--- src/rtl/bwt_pkg.sv ---
package bwt_pkg;

    // field widths
    localparam int CMD_W      = 1;
    localparam int SLOT_W     = 4;
    localparam int KIND_W     = 3;
    localparam int STATE_W    = 3;
    localparam int PCT_W      = 7;
    localparam int SEC_W      = 24;
    localparam int LVL_W      = 3;
    localparam int ALARM_W    = 2;
    localparam int SEV_W      = 2;
    localparam int MASK_W     = 3;
    localparam int CFG_IDX_W  = 3;
    localparam int CFG_DATA_W = 24;

    localparam int SLOT_COUNT = 2 ** SLOT_W;

    // commands
    localparam logic [CMD_W-1:0] CMD_ADD    = 1'b0;
    localparam logic [CMD_W-1:0] CMD_UPDATE = 1'b1;

    // device kinds
    localparam logic [KIND_W-1:0] KIND_OTHER    = 3'd0;
    localparam logic [KIND_W-1:0] KIND_BATTERY  = 3'd1;
    localparam logic [KIND_W-1:0] KIND_UPS      = 3'd2;
    localparam logic [KIND_W-1:0] KIND_MOUSE    = 3'd3;
    localparam logic [KIND_W-1:0] KIND_KEYBOARD = 3'd4;
    localparam logic [KIND_W-1:0] KIND_PDA      = 3'd5;
    localparam logic [KIND_W-1:0] KIND_PHONE    = 3'd6;

    // charge states
    localparam logic [STATE_W-1:0] CS_DISCHARGING = 3'd2;
    localparam logic [STATE_W-1:0] CS_FULL        = 3'd3;

    // warning levels
    localparam logic [LVL_W-1:0] LVL_NONE        = 3'd0;
    localparam logic [LVL_W-1:0] LVL_DISCHARGING = 3'd1;
    localparam logic [LVL_W-1:0] LVL_LOW         = 3'd2;
    localparam logic [LVL_W-1:0] LVL_CRITICAL    = 3'd3;
    localparam logic [LVL_W-1:0] LVL_ACTION      = 3'd4;

    // alarm events
    localparam logic [ALARM_W-1:0] ALARM_NONE     = 2'd0;
    localparam logic [ALARM_W-1:0] ALARM_LOW      = 2'd1;
    localparam logic [ALARM_W-1:0] ALARM_CRITICAL = 2'd2;
    localparam logic [ALARM_W-1:0] ALARM_ACTION   = 2'd3;

    // state events
    localparam logic [SEV_W-1:0] SEV_NONE        = 2'd0;
    localparam logic [SEV_W-1:0] SEV_DISCHARGING = 2'd1;
    localparam logic [SEV_W-1:0] SEV_FULL        = 2'd2;

    // notify mask bits
    localparam int NOTIFY_DISCHARGE = 0;
    localparam int NOTIFY_FULL      = 1;
    localparam int NOTIFY_CAPACITY  = 2;

    // fixed limits
    localparam logic [PCT_W-1:0] PERIPH_LOW_LIMIT  = 7'd26;
    localparam logic [PCT_W-1:0] PERIPH_CRIT_LIMIT = 7'd13;
    localparam logic [PCT_W-1:0] CAPACITY_LIMIT    = 7'd50;

    // register indexes
    localparam logic [CFG_IDX_W-1:0] CFG_LOW_PERCENT      = 3'd0;
    localparam logic [CFG_IDX_W-1:0] CFG_CRITICAL_PERCENT = 3'd1;
    localparam logic [CFG_IDX_W-1:0] CFG_ACTION_PERCENT   = 3'd2;
    localparam logic [CFG_IDX_W-1:0] CFG_LOW_SECONDS      = 3'd3;
    localparam logic [CFG_IDX_W-1:0] CFG_CRITICAL_SECONDS = 3'd4;
    localparam logic [CFG_IDX_W-1:0] CFG_ACTION_SECONDS   = 3'd5;
    localparam logic [CFG_IDX_W-1:0] CFG_USE_TIME_POLICY  = 3'd6;
    localparam logic [CFG_IDX_W-1:0] CFG_NOTIFY_MASK      = 3'd7;

    // register reset values
    localparam logic [PCT_W-1:0]  RST_LOW_PERCENT      = 7'd10;
    localparam logic [PCT_W-1:0]  RST_CRITICAL_PERCENT = 7'd3;
    localparam logic [PCT_W-1:0]  RST_ACTION_PERCENT   = 7'd2;
    localparam logic [SEC_W-1:0]  RST_LOW_SECONDS      = 24'd1200;
    localparam logic [SEC_W-1:0]  RST_CRITICAL_SECONDS = 24'd300;
    localparam logic [SEC_W-1:0]  RST_ACTION_SECONDS   = 24'd120;
    localparam logic              RST_USE_TIME_POLICY  = 1'b1;
    localparam logic [MASK_W-1:0] RST_NOTIFY_MASK      = 3'd7;

    typedef struct packed {
        logic [PCT_W-1:0]  low_percent;
        logic [PCT_W-1:0]  critical_percent;
        logic [PCT_W-1:0]  action_percent;
        logic [SEC_W-1:0]  low_seconds;
        logic [SEC_W-1:0]  critical_seconds;
        logic [SEC_W-1:0]  action_seconds;
        logic              use_time_policy;
        logic [MASK_W-1:0] notify_mask;
    } cfg_t;

    // classified report passed from front to back
    typedef struct packed {
        logic [CMD_W-1:0]   command;
        logic [SLOT_W-1:0]  slot;
        logic               in_table;
        logic [LVL_W-1:0]   level;
        logic [STATE_W-1:0] state;
        logic               cap_low;
        logic [PCT_W-1:0]   capacity;
    } item_t;

    typedef struct packed {
        logic [LVL_W-1:0]   warning_level;
        logic [ALARM_W-1:0] alarm_event;
        logic [SEV_W-1:0]   state_event;
        logic               capacity_alert;
        logic [PCT_W-1:0]   capacity_out;
    } result_t;

endpackage

--- src/rtl/bwt_ram.sv ---
module bwt_ram #(
    parameter int WIDTH = 8,
    parameter int DEPTH = 16
) (
    input  logic                                   clk,
    input  logic                                   wr_en,
    input  logic [((DEPTH > 1) ? $clog2(DEPTH) : 1)-1:0] wr_addr,
    input  logic [WIDTH-1:0]                       wr_data,
    input  logic                                   rd_en,
    input  logic [((DEPTH > 1) ? $clog2(DEPTH) : 1)-1:0] rd_addr,
    output logic [WIDTH-1:0]                       rd_data
);

    logic [WIDTH-1:0] mem_reg [DEPTH];
    logic [WIDTH-1:0] rd_data_reg;

    always_ff @(posedge clk)
    begin
        if (wr_en)
        begin
            mem_reg[wr_addr] <= wr_data;
        end
        if (rd_en)
        begin
            rd_data_reg <= mem_reg[rd_addr];
        end
    end

    assign rd_data = rd_data_reg;

endmodule

--- src/rtl/bwt_fifo.sv ---
module bwt_fifo #(
    parameter int WIDTH = 8,
    parameter int DEPTH = 2
) (
    input  logic             clk,
    input  logic             rst_n,
    input  logic             push,
    input  logic [WIDTH-1:0] push_data,
    output logic             full,
    input  logic             pop,
    output logic [WIDTH-1:0] pop_data,
    output logic             empty
);

    localparam int PTR_W = (DEPTH > 1) ? $clog2(DEPTH) : 1;
    localparam int CNT_W = $clog2(DEPTH + 1);

    logic [WIDTH-1:0] mem_reg [DEPTH];
    logic [PTR_W-1:0] wr_ptr_reg, wr_ptr_next;
    logic [PTR_W-1:0] rd_ptr_reg, rd_ptr_next;
    logic [CNT_W-1:0] count_reg, count_next;
    logic             do_push;
    logic             do_pop;

    assign full     = (count_reg == CNT_W'(DEPTH));
    assign empty    = (count_reg == '0);
    assign do_push  = push && !full;
    assign do_pop   = pop && !empty;
    assign pop_data = mem_reg[rd_ptr_reg];

    always_comb
    begin
        wr_ptr_next = wr_ptr_reg;
        rd_ptr_next = rd_ptr_reg;
        count_next  = count_reg;
        if (do_push)
        begin
            wr_ptr_next = (wr_ptr_reg == PTR_W'(DEPTH - 1)) ? '0 : wr_ptr_reg + PTR_W'(1);
        end
        if (do_pop)
        begin
            rd_ptr_next = (rd_ptr_reg == PTR_W'(DEPTH - 1)) ? '0 : rd_ptr_reg + PTR_W'(1);
        end
        case ({do_push, do_pop})
            2'b10:   count_next = count_reg + CNT_W'(1);
            2'b01:   count_next = count_reg - CNT_W'(1);
            default: count_next = count_reg;
        endcase
    end

    always_ff @(posedge clk or negedge rst_n)
    begin
        if (!rst_n)
        begin
            wr_ptr_reg <= '0;
            rd_ptr_reg <= '0;
            count_reg  <= '0;
        end
        else
        begin
            wr_ptr_reg <= wr_ptr_next;
            rd_ptr_reg <= rd_ptr_next;
            count_reg  <= count_next;
        end
    end

    always_ff @(posedge clk)
    begin
        if (do_push)
        begin
            mem_reg[wr_ptr_reg] <= push_data;
        end
    end

endmodule

--- src/rtl/bwt_front.sv ---
module bwt_front #(
    parameter int MAX_DEVICES = 16
) (
    input  logic [bwt_pkg::CMD_W-1:0]   command,
    input  logic [bwt_pkg::SLOT_W-1:0]  device_slot,
    input  logic [bwt_pkg::KIND_W-1:0]  device_kind,
    input  logic [bwt_pkg::STATE_W-1:0] charge_state,
    input  logic [bwt_pkg::PCT_W-1:0]   charge_percent,
    input  logic [bwt_pkg::SEC_W-1:0]   seconds_to_empty,
    input  logic [bwt_pkg::PCT_W-1:0]   capacity_percent,
    input  bwt_pkg::cfg_t               cfg,
    output bwt_pkg::item_t              item
);

    localparam logic [8:0] TABLE_LIMIT = 9'(MAX_DEVICES);

    logic [bwt_pkg::LVL_W-1:0] pct_level;
    logic [bwt_pkg::LVL_W-1:0] time_level;
    logic [bwt_pkg::LVL_W-1:0] periph_level;
    logic [bwt_pkg::LVL_W-1:0] kind_level;
    logic [bwt_pkg::LVL_W-1:0] level;

    // percent thresholds, zero percent means no reading
    always_comb
    begin
        if (charge_percent == '0)
            pct_level = bwt_pkg::LVL_NONE;
        else if (charge_percent <= cfg.action_percent)
            pct_level = bwt_pkg::LVL_ACTION;
        else if (charge_percent <= cfg.critical_percent)
            pct_level = bwt_pkg::LVL_CRITICAL;
        else if (charge_percent <= cfg.low_percent)
            pct_level = bwt_pkg::LVL_LOW;
        else
            pct_level = bwt_pkg::LVL_NONE;
    end

    // time thresholds, zero time falls back to percent
    always_comb
    begin
        if (seconds_to_empty == '0)
            time_level = pct_level;
        else if (seconds_to_empty <= cfg.action_seconds)
            time_level = bwt_pkg::LVL_ACTION;
        else if (seconds_to_empty <= cfg.critical_seconds)
            time_level = bwt_pkg::LVL_CRITICAL;
        else if (seconds_to_empty <= cfg.low_seconds)
            time_level = bwt_pkg::LVL_LOW;
        else
            time_level = bwt_pkg::LVL_NONE;
    end

    always_comb
    begin
        if (charge_percent < bwt_pkg::PERIPH_CRIT_LIMIT)
            periph_level = bwt_pkg::LVL_CRITICAL;
        else if (charge_percent < bwt_pkg::PERIPH_LOW_LIMIT)
            periph_level = bwt_pkg::LVL_LOW;
        else
            periph_level = bwt_pkg::LVL_NONE;
    end

    always_comb
    begin
        case (device_kind)
            bwt_pkg::KIND_MOUSE, bwt_pkg::KIND_KEYBOARD:
                kind_level = periph_level;
            bwt_pkg::KIND_UPS, bwt_pkg::KIND_PDA, bwt_pkg::KIND_PHONE:
                kind_level = pct_level;
            bwt_pkg::KIND_BATTERY:
                kind_level = cfg.use_time_policy ? time_level : pct_level;
            default:
                kind_level = bwt_pkg::LVL_NONE;
        endcase
    end

    assign level = ((kind_level == bwt_pkg::LVL_NONE) &&
                    (charge_state == bwt_pkg::CS_DISCHARGING))
                   ? bwt_pkg::LVL_DISCHARGING : kind_level;

    always_comb
    begin
        item.command  = command;
        item.slot     = device_slot;
        item.in_table = ({5'd0, device_slot} < TABLE_LIMIT);
        item.level    = level;
        item.state    = charge_state;
        item.cap_low  = (device_kind == bwt_pkg::KIND_BATTERY) &&
                        (capacity_percent <= bwt_pkg::CAPACITY_LIMIT);
        item.capacity = capacity_percent;
    end

endmodule

--- src/rtl/bwt_back.sv ---
module bwt_back #(
    parameter int MAX_DEVICES = 16
) (
    input  logic            clk,
    input  logic            rst_n,
    input  bwt_pkg::cfg_t   cfg,
    input  bwt_pkg::item_t  item,
    input  logic            item_empty,
    output logic            item_pop,
    output bwt_pkg::result_t result,
    output logic            result_push,
    input  logic            result_full
);

    localparam int TABLE_DEPTH = (MAX_DEVICES < bwt_pkg::SLOT_COUNT)
                                 ? MAX_DEVICES : bwt_pkg::SLOT_COUNT;
    localparam int AW          = (TABLE_DEPTH > 1) ? $clog2(TABLE_DEPTH) : 1;
    localparam int ENTRY_W     = bwt_pkg::LVL_W + bwt_pkg::STATE_W;

    localparam logic S_FETCH = 1'b0;
    localparam logic S_EXEC  = 1'b1;

    logic                        state_reg, state_next;
    logic                        rd_en;
    logic                        wr_en;
    logic [AW-1:0]               addr;
    logic [ENTRY_W-1:0]          rd_data;
    logic [bwt_pkg::LVL_W-1:0]   old_level;
    logic [bwt_pkg::STATE_W-1:0] old_state;
    logic                        is_update;
    logic [bwt_pkg::ALARM_W-1:0] alarm;
    logic [bwt_pkg::SEV_W-1:0]   sev;

    assign addr = item.slot[AW-1:0];
    assign {old_level, old_state} = rd_data;

    bwt_ram #(
        .WIDTH (ENTRY_W),
        .DEPTH (TABLE_DEPTH)
    ) u_table (
        .clk     (clk),
        .wr_en   (wr_en),
        .wr_addr (addr),
        .wr_data ({item.level, item.state}),
        .rd_en   (rd_en),
        .rd_addr (addr),
        .rd_data (rd_data)
    );

    // fetch the slot entry, then finish the item once the table word is back and the result queue has room
    always_comb
    begin
        state_next  = state_reg;
        rd_en       = 1'b0;
        item_pop    = 1'b0;
        result_push = 1'b0;
        case (state_reg)
            S_FETCH:
            begin
                if (!item_empty)
                begin
                    rd_en      = 1'b1;
                    state_next = S_EXEC;
                end
            end
            S_EXEC:
            begin
                if (!result_full)
                begin
                    item_pop    = 1'b1;
                    result_push = 1'b1;
                    state_next  = S_FETCH;
                end
            end
            default:
                state_next = S_FETCH;
        endcase
    end

    assign wr_en     = result_push && item.in_table;
    assign is_update = item.in_table && (item.command == bwt_pkg::CMD_UPDATE);

    always_comb
    begin
        alarm = bwt_pkg::ALARM_NONE;
        if (is_update && (item.level != old_level))
        begin
            case (item.level)
                bwt_pkg::LVL_LOW:      alarm = bwt_pkg::ALARM_LOW;
                bwt_pkg::LVL_CRITICAL: alarm = bwt_pkg::ALARM_CRITICAL;
                bwt_pkg::LVL_ACTION:   alarm = bwt_pkg::ALARM_ACTION;
                default:               alarm = bwt_pkg::ALARM_NONE;
            endcase
        end
    end

    always_comb
    begin
        sev = bwt_pkg::SEV_NONE;
        if (is_update && (item.state != old_state))
        begin
            if ((item.state == bwt_pkg::CS_DISCHARGING) &&
                cfg.notify_mask[bwt_pkg::NOTIFY_DISCHARGE])
                sev = bwt_pkg::SEV_DISCHARGING;
            else if ((item.state == bwt_pkg::CS_FULL) &&
                     cfg.notify_mask[bwt_pkg::NOTIFY_FULL])
                sev = bwt_pkg::SEV_FULL;
        end
    end

    always_comb
    begin
        result.warning_level  = item.level;
        result.alarm_event    = alarm;
        result.state_event    = sev;
        result.capacity_alert = item.in_table && (item.command == bwt_pkg::CMD_ADD) &&
                                item.cap_low && cfg.notify_mask[bwt_pkg::NOTIFY_CAPACITY];
        result.capacity_out   = result.capacity_alert ? item.capacity : '0;
    end

    always_ff @(posedge clk or negedge rst_n)
    begin
        if (!rst_n)
            state_reg <= S_FETCH;
        else
            state_reg <= state_next;
    end

    // an item leaves only from the execute step, after its table read
    a_pop_after_fetch: assert property (@(posedge clk) disable iff (!rst_n)
        item_pop |-> (state_reg == S_EXEC))
        else $error("item finished without a table read");

    // a read is always followed by the execute step
    a_fetch_to_exec: assert property (@(posedge clk) disable iff (!rst_n)
        rd_en |=> (state_reg == S_EXEC) && !rd_en)
        else $error("table read not followed by execute");

    // events only come from an update, capacity flag only from an add
    a_event_source: assert property (@(posedge clk) disable iff (!rst_n)
        result_push && ((result.alarm_event != bwt_pkg::ALARM_NONE) ||
                        (result.state_event != bwt_pkg::SEV_NONE))
        |-> is_update && !result.capacity_alert)
        else $error("event on a non-update beat");

endmodule

--- src/rtl/battery_warning_tracker_core.sv ---
// channel  | direction | handshake            | payload
// ---------+-----------+----------------------+--------------------------------------------
// report   | in        | push / full          | command, device_slot, device_kind,
//          |           |                      | charge_state, charge_percent,
//          |           |                      | seconds_to_empty, capacity_percent
// result   | out       | pop / empty          | warning_level, alarm_event, state_event,
//          |           |                      | capacity_alert, capacity_out
// config   | in        | cfg_write            | cfg_index, cfg_data
//
// the back end handles each report as a registered read of the slot table, then
// forming the result and writing the slot back; it takes no new report before the last
// is pushed to the result queue, and it waits while that queue is full
// reset loads the register defaults and empties both queues; the slot table
// has no clear and holds garbage until a slot is added
// 2-deep queues sit before and after the back end; pop stalls block push once both fill
module battery_warning_tracker_core #(
    parameter int MAX_DEVICES = 16
) (
    input  logic                              clk,
    input  logic                              rst_n,

    // report queue side
    input  logic                              push,
    output logic                              full,
    input  logic [bwt_pkg::CMD_W-1:0]         command,
    input  logic [bwt_pkg::SLOT_W-1:0]        device_slot,
    input  logic [bwt_pkg::KIND_W-1:0]        device_kind,
    input  logic [bwt_pkg::STATE_W-1:0]       charge_state,
    input  logic [bwt_pkg::PCT_W-1:0]         charge_percent,
    input  logic [bwt_pkg::SEC_W-1:0]         seconds_to_empty,
    input  logic [bwt_pkg::PCT_W-1:0]         capacity_percent,

    // result queue side
    output logic                              empty,
    input  logic                              pop,
    output logic [bwt_pkg::LVL_W-1:0]         warning_level,
    output logic [bwt_pkg::ALARM_W-1:0]       alarm_event,
    output logic [bwt_pkg::SEV_W-1:0]         state_event,
    output logic                              capacity_alert,
    output logic [bwt_pkg::PCT_W-1:0]         capacity_out,

    // register write port
    input  logic                              cfg_write,
    input  logic [bwt_pkg::CFG_IDX_W-1:0]     cfg_index,
    input  logic [bwt_pkg::CFG_DATA_W-1:0]    cfg_data
);

    localparam int QUEUE_DEPTH = 2;

    bwt_pkg::cfg_t    cfg_reg;
    bwt_pkg::item_t   front_item;
    bwt_pkg::item_t   mid_item;
    logic             mid_empty;
    logic             mid_pop;
    bwt_pkg::result_t back_result;
    logic             back_push;
    logic             res_full;
    bwt_pkg::result_t res_head;

    // threshold and notify registers; the user must write them only while idle, the block does not enforce it
    always_ff @(posedge clk or negedge rst_n)
    begin
        if (!rst_n)
        begin
            cfg_reg.low_percent      <= bwt_pkg::RST_LOW_PERCENT;
            cfg_reg.critical_percent <= bwt_pkg::RST_CRITICAL_PERCENT;
            cfg_reg.action_percent   <= bwt_pkg::RST_ACTION_PERCENT;
            cfg_reg.low_seconds      <= bwt_pkg::RST_LOW_SECONDS;
            cfg_reg.critical_seconds <= bwt_pkg::RST_CRITICAL_SECONDS;
            cfg_reg.action_seconds   <= bwt_pkg::RST_ACTION_SECONDS;
            cfg_reg.use_time_policy  <= bwt_pkg::RST_USE_TIME_POLICY;
            cfg_reg.notify_mask      <= bwt_pkg::RST_NOTIFY_MASK;
        end
        else if (cfg_write)
        begin
            case (cfg_index)
                bwt_pkg::CFG_LOW_PERCENT:
                    cfg_reg.low_percent <= cfg_data[bwt_pkg::PCT_W-1:0];
                bwt_pkg::CFG_CRITICAL_PERCENT:
                    cfg_reg.critical_percent <= cfg_data[bwt_pkg::PCT_W-1:0];
                bwt_pkg::CFG_ACTION_PERCENT:
                    cfg_reg.action_percent <= cfg_data[bwt_pkg::PCT_W-1:0];
                bwt_pkg::CFG_LOW_SECONDS:
                    cfg_reg.low_seconds <= cfg_data[bwt_pkg::SEC_W-1:0];
                bwt_pkg::CFG_CRITICAL_SECONDS:
                    cfg_reg.critical_seconds <= cfg_data[bwt_pkg::SEC_W-1:0];
                bwt_pkg::CFG_ACTION_SECONDS:
                    cfg_reg.action_seconds <= cfg_data[bwt_pkg::SEC_W-1:0];
                bwt_pkg::CFG_USE_TIME_POLICY:
                    cfg_reg.use_time_policy <= cfg_data[0];
                bwt_pkg::CFG_NOTIFY_MASK:
                    cfg_reg.notify_mask <= cfg_data[bwt_pkg::MASK_W-1:0];
                default:
                    cfg_reg <= cfg_reg;
            endcase
        end
    end

    // front end: classify the report as it arrives
    bwt_front #(
        .MAX_DEVICES (MAX_DEVICES)
    ) u_front (
        .command          (command),
        .device_slot      (device_slot),
        .device_kind      (device_kind),
        .charge_state     (charge_state),
        .charge_percent   (charge_percent),
        .seconds_to_empty (seconds_to_empty),
        .capacity_percent (capacity_percent),
        .cfg              (cfg_reg),
        .item             (front_item)
    );

    // classified beats wait here for the back end
    bwt_fifo #(
        .WIDTH ($bits(bwt_pkg::item_t)),
        .DEPTH (QUEUE_DEPTH)
    ) u_mid_q (
        .clk       (clk),
        .rst_n     (rst_n),
        .push      (push),
        .push_data (front_item),
        .full      (full),
        .pop       (mid_pop),
        .pop_data  (mid_item),
        .empty     (mid_empty)
    );

    // back end: slot table lookup, event detection, table update
    bwt_back #(
        .MAX_DEVICES (MAX_DEVICES)
    ) u_back (
        .clk         (clk),
        .rst_n       (rst_n),
        .cfg         (cfg_reg),
        .item        (mid_item),
        .item_empty  (mid_empty),
        .item_pop    (mid_pop),
        .result      (back_result),
        .result_push (back_push),
        .result_full (res_full)
    );

    // finished results, oldest on the ports
    bwt_fifo #(
        .WIDTH ($bits(bwt_pkg::result_t)),
        .DEPTH (QUEUE_DEPTH)
    ) u_res_q (
        .clk       (clk),
        .rst_n     (rst_n),
        .push      (back_push),
        .push_data (back_result),
        .full      (res_full),
        .pop       (pop),
        .pop_data  (res_head),
        .empty     (empty)
    );

    assign warning_level  = res_head.warning_level;
    assign alarm_event    = res_head.alarm_event;
    assign state_event    = res_head.state_event;
    assign capacity_alert = res_head.capacity_alert;
    assign capacity_out   = res_head.capacity_out;

endmodule

--- config.mk ---
export PLATFORM = sky130hd
export DESIGN_NAME = battery_warning_tracker_core
export DESIGN_NICKNAME = d
export VERILOG_FILES = /design/src/rtl/bwt_pkg.sv /design/src/rtl/bwt_ram.sv /design/src/rtl/bwt_fifo.sv /design/src/rtl/bwt_front.sv /design/src/rtl/bwt_back.sv /design/src/rtl/battery_warning_tracker_core.sv
export SDC_FILE = /design/constraint.sdc
export NUM_CORES = 1
export LEC_CHECK = 0
export ABC_AREA = 1
export BUFFER_PORTS_ARGS = -buffer_cell sky130_fd_sc_hd__buf_2
export CORE_MARGIN = 5
export CORE_UTILIZATION = 45
export DETAILED_ROUTE_END_ITERATION = 8
export GPL_TIMING_DRIVEN = 0
export PLACE_DENSITY = 0.71
export SYNTH_ARGS = -nofsm -noshare
export SYNTH_HDL_FRONTEND = slang
export SYNTH_HIERARCHICAL = 1
export SYNTH_SLANG_ARGS = --single-unit
--- constraint.sdc ---
create_clock -name clk -period 3.2 [get_ports clk]
set_clock_uncertainty 0.2 [all_clocks]
set_input_delay 0.16 -clock clk [delete_from_list [all_inputs] [get_ports clk]]
set_output_delay 0.16 -clock clk [all_outputs]
set_load 0.02 [all_outputs]
==> metrics.md <==
| Metric | Value |
|---|---|
| Gate power share | 34.3% |
| Sw power | 4.66 mW |
| Crit path max fanout | 10 |
| Achievable frequency | ~340 MHz |
| Sequential power share | about two fifths |
| Mapped cell area | between 10000 and 15000 um2 |
| First-pass GRT wire length | 56.9 mm |
| Layout cells sized above 1 | 15.3% |
| Syn Area/Cell | 8.70 um2 |
| Total Routed Length | 34.6 mm |
| Dpl hpwl | about 25 mm |
| Seq/Total Area, Yosys | 54.0% |
| PwrDens | 753 nW/um2 |
| Clock power frac | ~26% |
| Non-Filler Instances | 2279 |
| Vias in the first global route | ~12000 |
| Tcrit/Tclk final | between 90% and 100% |
| Final ANT Viol Nets | 0 |
| Total track usage | 19.3% |
| Internal | ~8.2 mW |
| IO buf count | just over 90 |
| Num Clock Sinks | 278 |
| Syn Nets | 1847 |
| Adder-cell share of the synthesized area | 8.18% |
| Commonest non-fill, non-tap cell in the layout | nand2_1 |
| CTS H-tree lvls | 1 |
| Crit path time final | 2.91 ns |
| Initial antenna violation count | 3 |
| Initial Util | between 40% and 50% |
| CTS Buffer Depth | 3 |
| Largest family of logic cells by synthesized area | simple AND/OR/NAND/NOR gates |
| Std-Cell Rows | 65 |
| Iteration-0 DRC Markers | 725 |
| Ys Warns | 6 |
| Root Buffer | clkbuf_16 |
| Layout area overhead | 17.5% |
| Final net count | around 2000 |
| Hold Violations, Final | 0 |
| Rel. slew slack | between 10% and 20% |
| Switching part of the total | 36.2% |
| Outcome | completed |
| Post-synthesis cell type count | 38 |
| Horiz. Die Dim | 190 um |
| CTS buffer count | 30 |
| Ports | 98 |
| Top-area cell type share of the netlist area | 35.5% |
| Post-Synth Simple-Gate Area | 25.8% |
| CTS clk-pin slew, worst paths | 0.06 ns |
| CTS tree | done |
| HP Class | input pin to asynchronous set/reset pin |
| Metal-1 WL | 14.5 mm |
| Final setup viols | 0 |
| Final WS setup | 0.294 ns |
| Final Max Tran Viols | 0 |
| Worst slew pin tran | about 1.3 ns |
| Cells after Synth | 1671 |
| Compound-Gate Fraction of Synth Area | 2.67% |
| Post-synthesis xor/xnor area fraction | 0.241% |
| Post-CTS setup buffers | 0 |
| Largest net degree at the start of global routing | 70 |
| Largest cells by area after synthesis | edfxtp_1, nand2_1, dfrtp_1, ha_1, inv_1 |
| Number of max-cap violations | 0 |
| Number of vias per cell | 5.01 |
| Core area | 31700 um2 |
| Maximum VDD drop | 435 uV |
| RSZ-0062 raised after global routing | false |
| Post-DR wirelength/cell | about 15 um |
| Critical Path Source Type | flip-flop |
| Post-synth top area cell | edfxtp_1 |
| Pre-CTS setup slack | approximately 0.37 ns |
| Lkg Pwr | 8.41 nW |
| Max layer used | met5 |
| Required @ worst endpoint | 3.17 ns |
| GP Congestion | 0.865 |
| Placed Cells incl. Taps | 2166 |
| TNS Setup | 0 ns |
| Most frequent cells in the layout | nand2_1, inv_1, edfxtp_1 |
| Synth Register Bits | 278 |
| Post-CTS resize count | 0 |
| DR WL met3 | 1.88 mm |
| Hold buffers post-CTS | 56 |
| Multiplexer share of the synthesized area | 0% |
| DIE AREA | 36000 um2 |
| Die Y | ~190 um |
| Metal2 WL | 17.3 mm |
| Total gr overflow | 0 |
| Crit. End Element | flip-flop |
| Remaining DRCs | 0 |
| Total number of vias | 11400 |
| Initial DRT Pass Iterations | 5 |
| Critical path class | flip-flop to flip-flop |
| Latest clock arrival within the worst-skew pair | 0.55 ns |
| Crit path DAT | between 2 and 3 ns |
| Largest register FFs | 97 |
| Hold WS | 0.0296 ns |
[Yosys cell counts]
| library cell | n |
|---|---|
| nand4_1 | 14 |
| nor3b_1 | 1 |
| o211ai_1 | 1 |
| o21ai_1 | 2 |
| nand2_2 | 7 |
| nor2_4 | 2 |
| nand3_1 | 146 |
| clkinv_2 | 4 |
| o21ai_0 | 6 |
| nor2_2 | 9 |
| buf_6 | 1 |
| xnor2_1 | 4 |
| buf_1 | 1 |
| a21oi_2 | 1 |
| o21bai_1 | 4 |
| ha_1 | 95 |
| nand3b_1 | 3 |
| dfstp_2 | 21 |
| buf_4 | 26 |
| buf_2 | 32 |
| inv_2 | 37 |
| a21oi_1 | 43 |
| dfrtp_1 | 85 |
| o21a_1 | 5 |
| and2_0 | 1 |
| clkbuf_1 | 3 |
| inv_4 | 1 |
| a311oi_1 | 1 |
| edfxtp_1 | 172 |
| conb_1 | 1 |
| nand2_1 | 642 |
| o21ai_2 | 2 |
| a21o_1 | 3 |
| nand3_2 | 4 |
| nor3_1 | 2 |
| or2_1 | 1 |
| inv_1 | 207 |
| nor2_1 | 81 |
[path summary, 6_finish.rpt]
check	from	endpoint	slack (ns)	cells after the start
worst max-delay path	u_mid_q/rd_ptr_reg$_DFFE_PN0P_	u_back/u_table/mem_reg[12][0]$_DFFE_PP_	0.29	7
worst min-delay path	rst_n	cfg_reg[93]$_DFFE_PN1P_	0.03	2
worst max register to register	u_mid_q/rd_ptr_reg$_DFFE_PN0P_	u_back/u_table/mem_reg[12][0]$_DFFE_PP_	0.29	7
worst min register to register	cfg_reg[31]$_DFFE_PN1P_	cfg_reg[31]$_DFFE_PN1P_	0.26	2
max in group asynchronous	rst_n	cfg_reg[62]$_DFFE_PN1P_	2.34	3
min in group clk	charge_percent[2]	u_mid_q/mem_reg[1][11]$_DFFE_PP_	0.03	6
[critical path, stage by stage, from the launching register on]
cell and delay [ns]:
dfrtp_1 0.41, inv_2 0.08, buf_2 0.22, nand2_1 0.08, nand2_1 0.12, nor3b_1 0.64
nand3_1 0.25, nor2_1 0.52
[kinds of logic after synthesis]
kind of cell,Yosys count
AOI/OAI and AO/OA,68
and+or+nand+nor,913
DFF,278
other,1
xor gates and xnor gates,4
buffers and inverters,312
adders and majority gates,95
[cell type report]
type | instances | area (um2)
Inverter | 249 | 942
Clock inverter | 9 | 86.3
Antenna cell | 1 | 2.50
Fill cell | 2789 | 14600
Clock buffer | 47 | 875
Multi-Input combinational cell | 1081 | 5370
Buffer | 63 | 382
Timing Repair Buffer | 149 | 1070
Sequential cell | 278 | 7840
Tap cell | 402 | 503
[per-stage QoR]
step | total power [mW] | cell area, um2 | utilization, %
final | 12.9 | 17100 | 53.8
after global routing | 13.7 | 17100 | 53.8
after CTS | 12.9 | 17100 | 53.8
after detailed placement | 9.51 | 15500 | 49.0
after global placement | 9.30 | 15500 | 48.8
after floorplan | 8.09 | 14500 | -
[power by group through the flow]
| stage | logic, mW | registers, mW | clock network, mW |
|---|---|---|---|
| floorplan | 2.99 | 5.10 | 0 |
| global placement | 4.14 | 5.16 | 0 |
| detailed placement | 4.33 | 5.18 | 0 |
| CTS | 4.41 | 5.11 | 3.39 |
| global route | 4.98 | 5.18 | 3.55 |
| finish | 4.41 | 5.11 | 3.33 |
[routing by layer]
metal | vias to the layer above | GRT usage [%]
met1 | 5373 | 24.4
met2 | 309 | 34.5
met5 | - | 0
met3 | 82 | 2.95
li1 | 5639 | -
met4 | 4 | 5.18
(Power assumes the default switching activity.)
